`src/rtl/gms_pkg.sv`:
```
// Package for the grid mark store: sizes, opcodes, error codes, back stage states
// and the command record passed from the front stage to the back stage. No dependencies.
`default_nettype none
package gms_pkg;
    localparam int MAX_ROWS_DEF = 64;
    localparam int MAX_COLS_DEF = 64;
    localparam int IDX_W  = 6;
    localparam int CFG_W  = 7;
    localparam int CNT_W  = 7;
    localparam int TOT_W  = 13;

    localparam logic [1:0] OP_FILL  = 2'd0;
    localparam logic [1:0] OP_BLANK = 2'd1;

    localparam logic [1:0] ERR_OK       = 2'd0;
    localparam logic [1:0] ERR_RANGE    = 2'd1;
    localparam logic [1:0] ERR_CONFLICT = 2'd2;

    localparam logic CFG_ROWS = 1'b0;
    localparam logic CFG_COLS = 1'b1;

    typedef enum logic [1:0] { ST_CLEAR, ST_READ, ST_UPDATE, ST_HOLD } st_t;

    typedef struct packed {
        logic             range_err;
        logic             wr_fill;
        logic             wr_blank;
        logic             mark;
        logic [IDX_W-1:0] row;
        logic [IDX_W-1:0] col;
        logic [CFG_W-1:0] nr;
        logic [CFG_W-1:0] nc;
    } cmd_t;
endpackage
`default_nettype wire

```
`src/rtl/gms_front.sv`:
```
// Front stage: accepts items, range-checks against sizes in use, classifies.
// Depends on gms_pkg.
`default_nettype none
module gms_front #(
    parameter int MAX_ROWS = gms_pkg::MAX_ROWS_DEF,
    parameter int MAX_COLS = gms_pkg::MAX_COLS_DEF
) (
    input  wire logic                       clk,
    input  wire logic                       rst_n,
    input  wire logic                       cfg_we,
    input  wire logic                       cfg_index,
    input  wire logic [gms_pkg::CFG_W-1:0]  cfg_data,
    input  wire logic                       valid,
    output logic                            ready,
    input  wire logic [1:0]                 opcode,
    input  wire logic [gms_pkg::IDX_W-1:0]  row_index,
    input  wire logic [gms_pkg::IDX_W-1:0]  col_index,
    input  wire logic                       mark_value,
    output logic                            cmd_valid,
    input  wire logic                       cmd_ready,
    output gms_pkg::cmd_t                   cmd
);
    import gms_pkg::*;

    logic [CFG_W-1:0] rows_reg, cols_reg;
    logic [CFG_W-1:0] nr, nc;
    cmd_t             q_reg [2];
    logic             wp_reg, rp_reg;
    logic [1:0]       cnt_reg;
    cmd_t             c_new;
    logic             push, pop;

    always_ff @(posedge clk or negedge rst_n)
    begin
        if (!rst_n)
        begin
            rows_reg <= CFG_W'(64);
            cols_reg <= CFG_W'(64);
        end
        else if (cfg_we)
        begin
            if (cfg_index == CFG_ROWS) rows_reg <= cfg_data;
            else                       cols_reg <= cfg_data;
        end
    end

    assign nr = (int'(rows_reg) > MAX_ROWS) ? CFG_W'(MAX_ROWS) : rows_reg;
    assign nc = (int'(cols_reg) > MAX_COLS) ? CFG_W'(MAX_COLS) : cols_reg;

    always_comb
    begin
        c_new.range_err = ({1'b0, row_index} >= nr) || ({1'b0, col_index} >= nc);
        c_new.wr_fill   = (opcode == OP_FILL);
        c_new.wr_blank  = (opcode == OP_BLANK);
        c_new.mark      = mark_value;
        c_new.row       = row_index;
        c_new.col       = col_index;
        c_new.nr        = nr;
        c_new.nc        = nc;
    end

    assign ready     = (cnt_reg != 2'd2);
    assign push      = valid && ready;
    assign cmd_valid = (cnt_reg != 2'd0);
    assign pop       = cmd_valid && cmd_ready;
    assign cmd       = q_reg[rp_reg];

    always_ff @(posedge clk or negedge rst_n)
    begin
        if (!rst_n)
        begin
            wp_reg  <= 1'b0;
            rp_reg  <= 1'b0;
            cnt_reg <= 2'd0;
        end
        else
        begin
            if (push) wp_reg <= ~wp_reg;
            if (pop)  rp_reg <= ~rp_reg;
            cnt_reg <= cnt_reg + {1'b0, push} - {1'b0, pop};
        end
    end

    always_ff @(posedge clk)
    begin
        if (push) q_reg[wp_reg] <= c_new;
    end
endmodule
`default_nettype wire

```
`config.mk`:
```
export PLATFORM = sky130hd
export DESIGN_NAME = gms_front
export DESIGN_NICKNAME = d
export VERILOG_FILES = /design/src/rtl/gms_pkg.sv /design/src/rtl/gms_front.sv
export SDC_FILE = /design/constraint.sdc
export NUM_CORES = 1
export LEC_CHECK = 0
export BUFFER_PORTS_ARGS = -buffer_cell sky130_fd_sc_hd__buf_4
export CELL_PAD_IN_SITES_DETAIL_PLACEMENT = 0
export CELL_PAD_IN_SITES_GLOBAL_PLACEMENT = 1
export CORE_MARGIN = 4
export CORE_UTILIZATION = 40
export CTS_CLUSTER_SIZE = 16
export DETAILED_ROUTE_END_ITERATION = 16
export PLACE_DENSITY_LB_ADDON = 0.1
export SYNTH_ARGS = -nofsm -noshare
export SYNTH_HDL_FRONTEND = slang
export SYNTH_SLANG_ARGS = --single-unit
```
`constraint.sdc`:
```
create_clock -name clk -period 3.15 [get_ports clk]
set_input_delay 0.63 -clock clk [delete_from_list [all_inputs] [get_ports clk]]
set_output_delay 0.63 -clock clk [all_outputs]
set_load 0.01 [all_outputs]
```
### Yosys cells after proc, flatten, opt, wreduce, memory -nomap -nowiden

Memories as Yosys holds them, arrays and structs flattened.
Index checks and enable logic that the tools add are counted.

| cells by class | value |
|---|---|
| add/sub/neg operators | 2 |
| bitwise logic cells | 3 |
| reduce and logical (&&, ||, !) cells | 7 |
| $lt $le $gt $ge | 4 |
| multiplexer cells | 4 |
| eq/ne operators | 2 |

Operator list:

| kind | number |
|---|---|
| $ge 6x7->1 | 2 |
| $gt 7x7->1 const B | 2 |
| $mux 7 | 2 |
| $reduce_and 2->1 | 2 |
| $not 1->1 | 3 |
| $add 2x1->2 | 1 |
| $eq 2x1->1 const B | 1 |
| $logic_and 1x1->1 | 2 |
| $logic_not 2->1 | 1 |
| $mux 1 | 2 |
| $ne 2x2->1 const B | 1 |
| $reduce_bool 2->1 | 1 |
| $sub 2x1->2 | 1 |
| $logic_or 1x1->1 | 1 |

| word-level totals | value |
|---|---|
| register bits after elaboration | 18 |
| memories | 1 |
| memory bits (writable) | 60 |
| output and inout bits | 32 |

Memories:

| name | words | width | rd ports | clocked after memory_dff | wr ports | line | RTL |
|---|---|---|---|---|---|---|---|
| q_reg | 2 | 30 | 1 | 0 | 1 | gms_front.sv:27 | `cmd_t q_reg [2];` |

### Longest topological paths before layout

| depth | value |
|---|---|
| word-level depth | 4 |
| gate-level depth with buffers | 7 |
| depth with buffers taken out | 7 |

### Worst setup path before layout

No wires, ideal clock.

| timing path | value |
|---|---|
| path kind | input port to flip-flop |
| start point | input valid |
| end point | memory q_reg[0][0] (netlist bit) (enable) |
| library setup time | 0.417 ns |
| path buffers | 0 |
| data arrival time | 1.999 ns |
| setup slack | 0.734 ns |
| stages on the path | 2 |
| path through | nand2_1 > nor2_1 |

| on the way | value |
|---|---|
| cells in the longest elaborated chain, start to end | 3 |

Ends and longest elaborated chain:

| what | line | RTL |
|---|---|---|
| from (decl) | gms_front.sv:13 | `input wire logic valid,` |
| $logic_and 1x1->1 | gms_front.sv:63 | `assign push = valid && ready;` |
| $mux 1 | gms_front.sv:86 | `if (push) q_reg[wp_reg] <= c_new;` |
| $mux 1 (not written as such) | gms_front.sv:86 |  |
| to (decl) | gms_front.sv:27 |  |

No other way between the ends.

==> flow_summary.toml <==
[setup_path]
path_max_fanout = 19
crit_arrival_ps = 1860
start_kind = "flop"
reg2reg_from = "rows_reg[6]"
endpoint_kind = "output pin"
slowest_stage = "dfrtp_1"
crit_chain = "buf_12 -> mux2_1 -> buf_4"
cpPeakStageDelay_ps = 750
crit_start = "rp_reg"
path_class = "flop to output pin"
required_ps = 2520

[route]
via_per_inst = 4.756
drt-pass1-iter-count = 4
ant_nets = 0
drt_iter0_markers = 49
num_vias = 1755
drc_errors = 0
wl_per_cell_um = 15.69
wl_um = 5788

[placed_design]
finalWeightedCongestion = 0.6769
dp_hpwl_um = 4271
io_buffers = 59

[cts]
cts_buffers = 9
h-tree-depth = 3
cts-resized-gates = 0
clk_pin_slew_ps = 80
clock_latency_ps = 350
clockBufferDepth = 2
post_cts_buffers = 0
cts_hold_buf = 0
cts_num_sinks = 78
cts_tree = "built"
cts_root_buf = "clkbuf_8"

[floorplan]
initial_core_util = 0.4165
core_area_um2 = 7848
die-area_um2 = 9681
die_height_um = 98.39
num_rows = 32
ioPinCount = 60
die_w_um = 98.39

[layout]
final_cell_mix = "60 x edfxtp_1, 59 x buf_4, 24 x mux2_2"
drive_gt1_frac = 0.3933
final_common_cell = "edfxtp_1"
final_nets = 304
area.growth.synth_to_final_pct = 25.11
largest_reg_flops = 60
num_antenna_cells = 0

[timing]
setup_viol = 0
fin_crit_sh = 0.7898
slew_viol_final = 0
finalHoldViolCount = 0
slew_headroom = 0.5409
fin_worst_skew_ps = 10.41
fin_crit_ps = 2488
max_slew.worst_pin.slew_ps = 688.7
tns_ps = 0
max_freq_mhz = 402.0
rsz0062_at_grt = "false"

[outcome]
status = "completed"

[logic_synthesis]
async_reset_ff_frac = 0.2308
ys_warn_count = 0
syn_avg_cell_area_um2 = 16.76
seq_area_frac_synth = 0.6899
synth_seq_cells = 78
synth_cells = 195
synth-edff-count = 60
syn-cell-area_um2 = 3268
ys_types = 27
syn_nets = 237
ys.flop_type = "edfxtp_1"

[grt]
antenna_found_initial = 0
grt_pass1_vias = 1833
grt_use_total = 0.1270
grt_start_max_net_pins = 22
gr-total-overflow = 0
grt_pass1_wl_um = 9301

[hold_path]
hold_class = "input port to async pin"

[power_and_ir_drop]
p_total_mw = 3.386
total_leakage_power_nw = 1.659
power_per_cell_area_nw_per_um2 = 828.0
ir_drop_mv = 0.4397

[run]
drv_cap = 0
metal layers:
metal	global-route usage	part of all wire
met2	0.2075	0.50
met5	0	0
met3	0.03786	0.047
met4	0.05042	0.013
met1	0.1584	0.44
area by class of cell:
type | count | area (µm²)
fillers | 713 | 3759
multi-input cells | 98 | 939.7
clock buffers | 10 | 127.6
repair buffers | 62 | 503.0
flip-flops and latches | 78 | 2255
clock inverters | 6 | 87.58
well taps | 102 | 127.6
inverters | 13 | 48.80
synth_stat cells (all sizes together) (2+ instances only):
library cell / n / area share
dfstp: 2 / 0.016
clkbuf: 2 / 0.0023
a21oi: 2 / 0.0031
a211oi: 2 / 0.0046
nor2: 3 / 0.0034
a21o: 2 / 0.0046
nand2b: 13 / 0.025
buf: 4 / 0.0061
inv: 13 / 0.015
nor2b: 3 / 0.0057
nand2: 2 / 0.0023
edfxtp: 60 / 0.55
mux2: 44 / 0.15
dfrtp: 16 / 0.12
ha: 14 / 0.054
xnor2: 3 / 0.0080
worst paths after layout:
kind                                 to  slack (ps)  depth (start not counted)
setup / recovery                cmd[19]         660                          3
setup reg to reg           q_reg[0][29]         980                          6
hold reg to reg             rows_reg[0]         490                          1
hold / removal              cols_reg[0]         150                          1
min in group clk           q_reg[1][26]         470                          1
max in group asynchronous   rows_reg[6]        2730                          1
stage by stage:
step	area, µm²	std cells	hold WS (ps)	setup WS (ps)	util
after CTS	4089	369	132.9	630.8	0.5210
after global routing	4089	369	136.8	561.8	0.5210
after global placement	3874	353	469.6	993.2	0.4936
final	4089	369	145.2	662.3	0.5210
after detailed placement	3874	353	482.0	977.8	0.4936
after floorplan	3268	195	334.4	734.2	-
worst max-delay path, delay by kind of cell (launching register included):
kind | cells | cell delay (ps)
DFF | 1 | 750
muxes | 1 | 350
buffers and inverters | 2 | 400
logic make-up after synthesis:
kind of cell    share of synthesized area
flops                              0.6899
mux                                0.1516
simple gates                      0.05016
buf+inv                           0.02336
fa+ha+maj                         0.05360
compound gates                    0.02067
xor+xnor                          0.01072
power breakdown:
group	internal [mW]	leakage [nW]	switching [mW]	total [mW]
registers	1.40	0.771	0.107	1.51
logic	0.572	0.789	0.501	1.07
clock network	0.445	0.0985	0.361	0.805
Power figures use the tool's default switching activity.
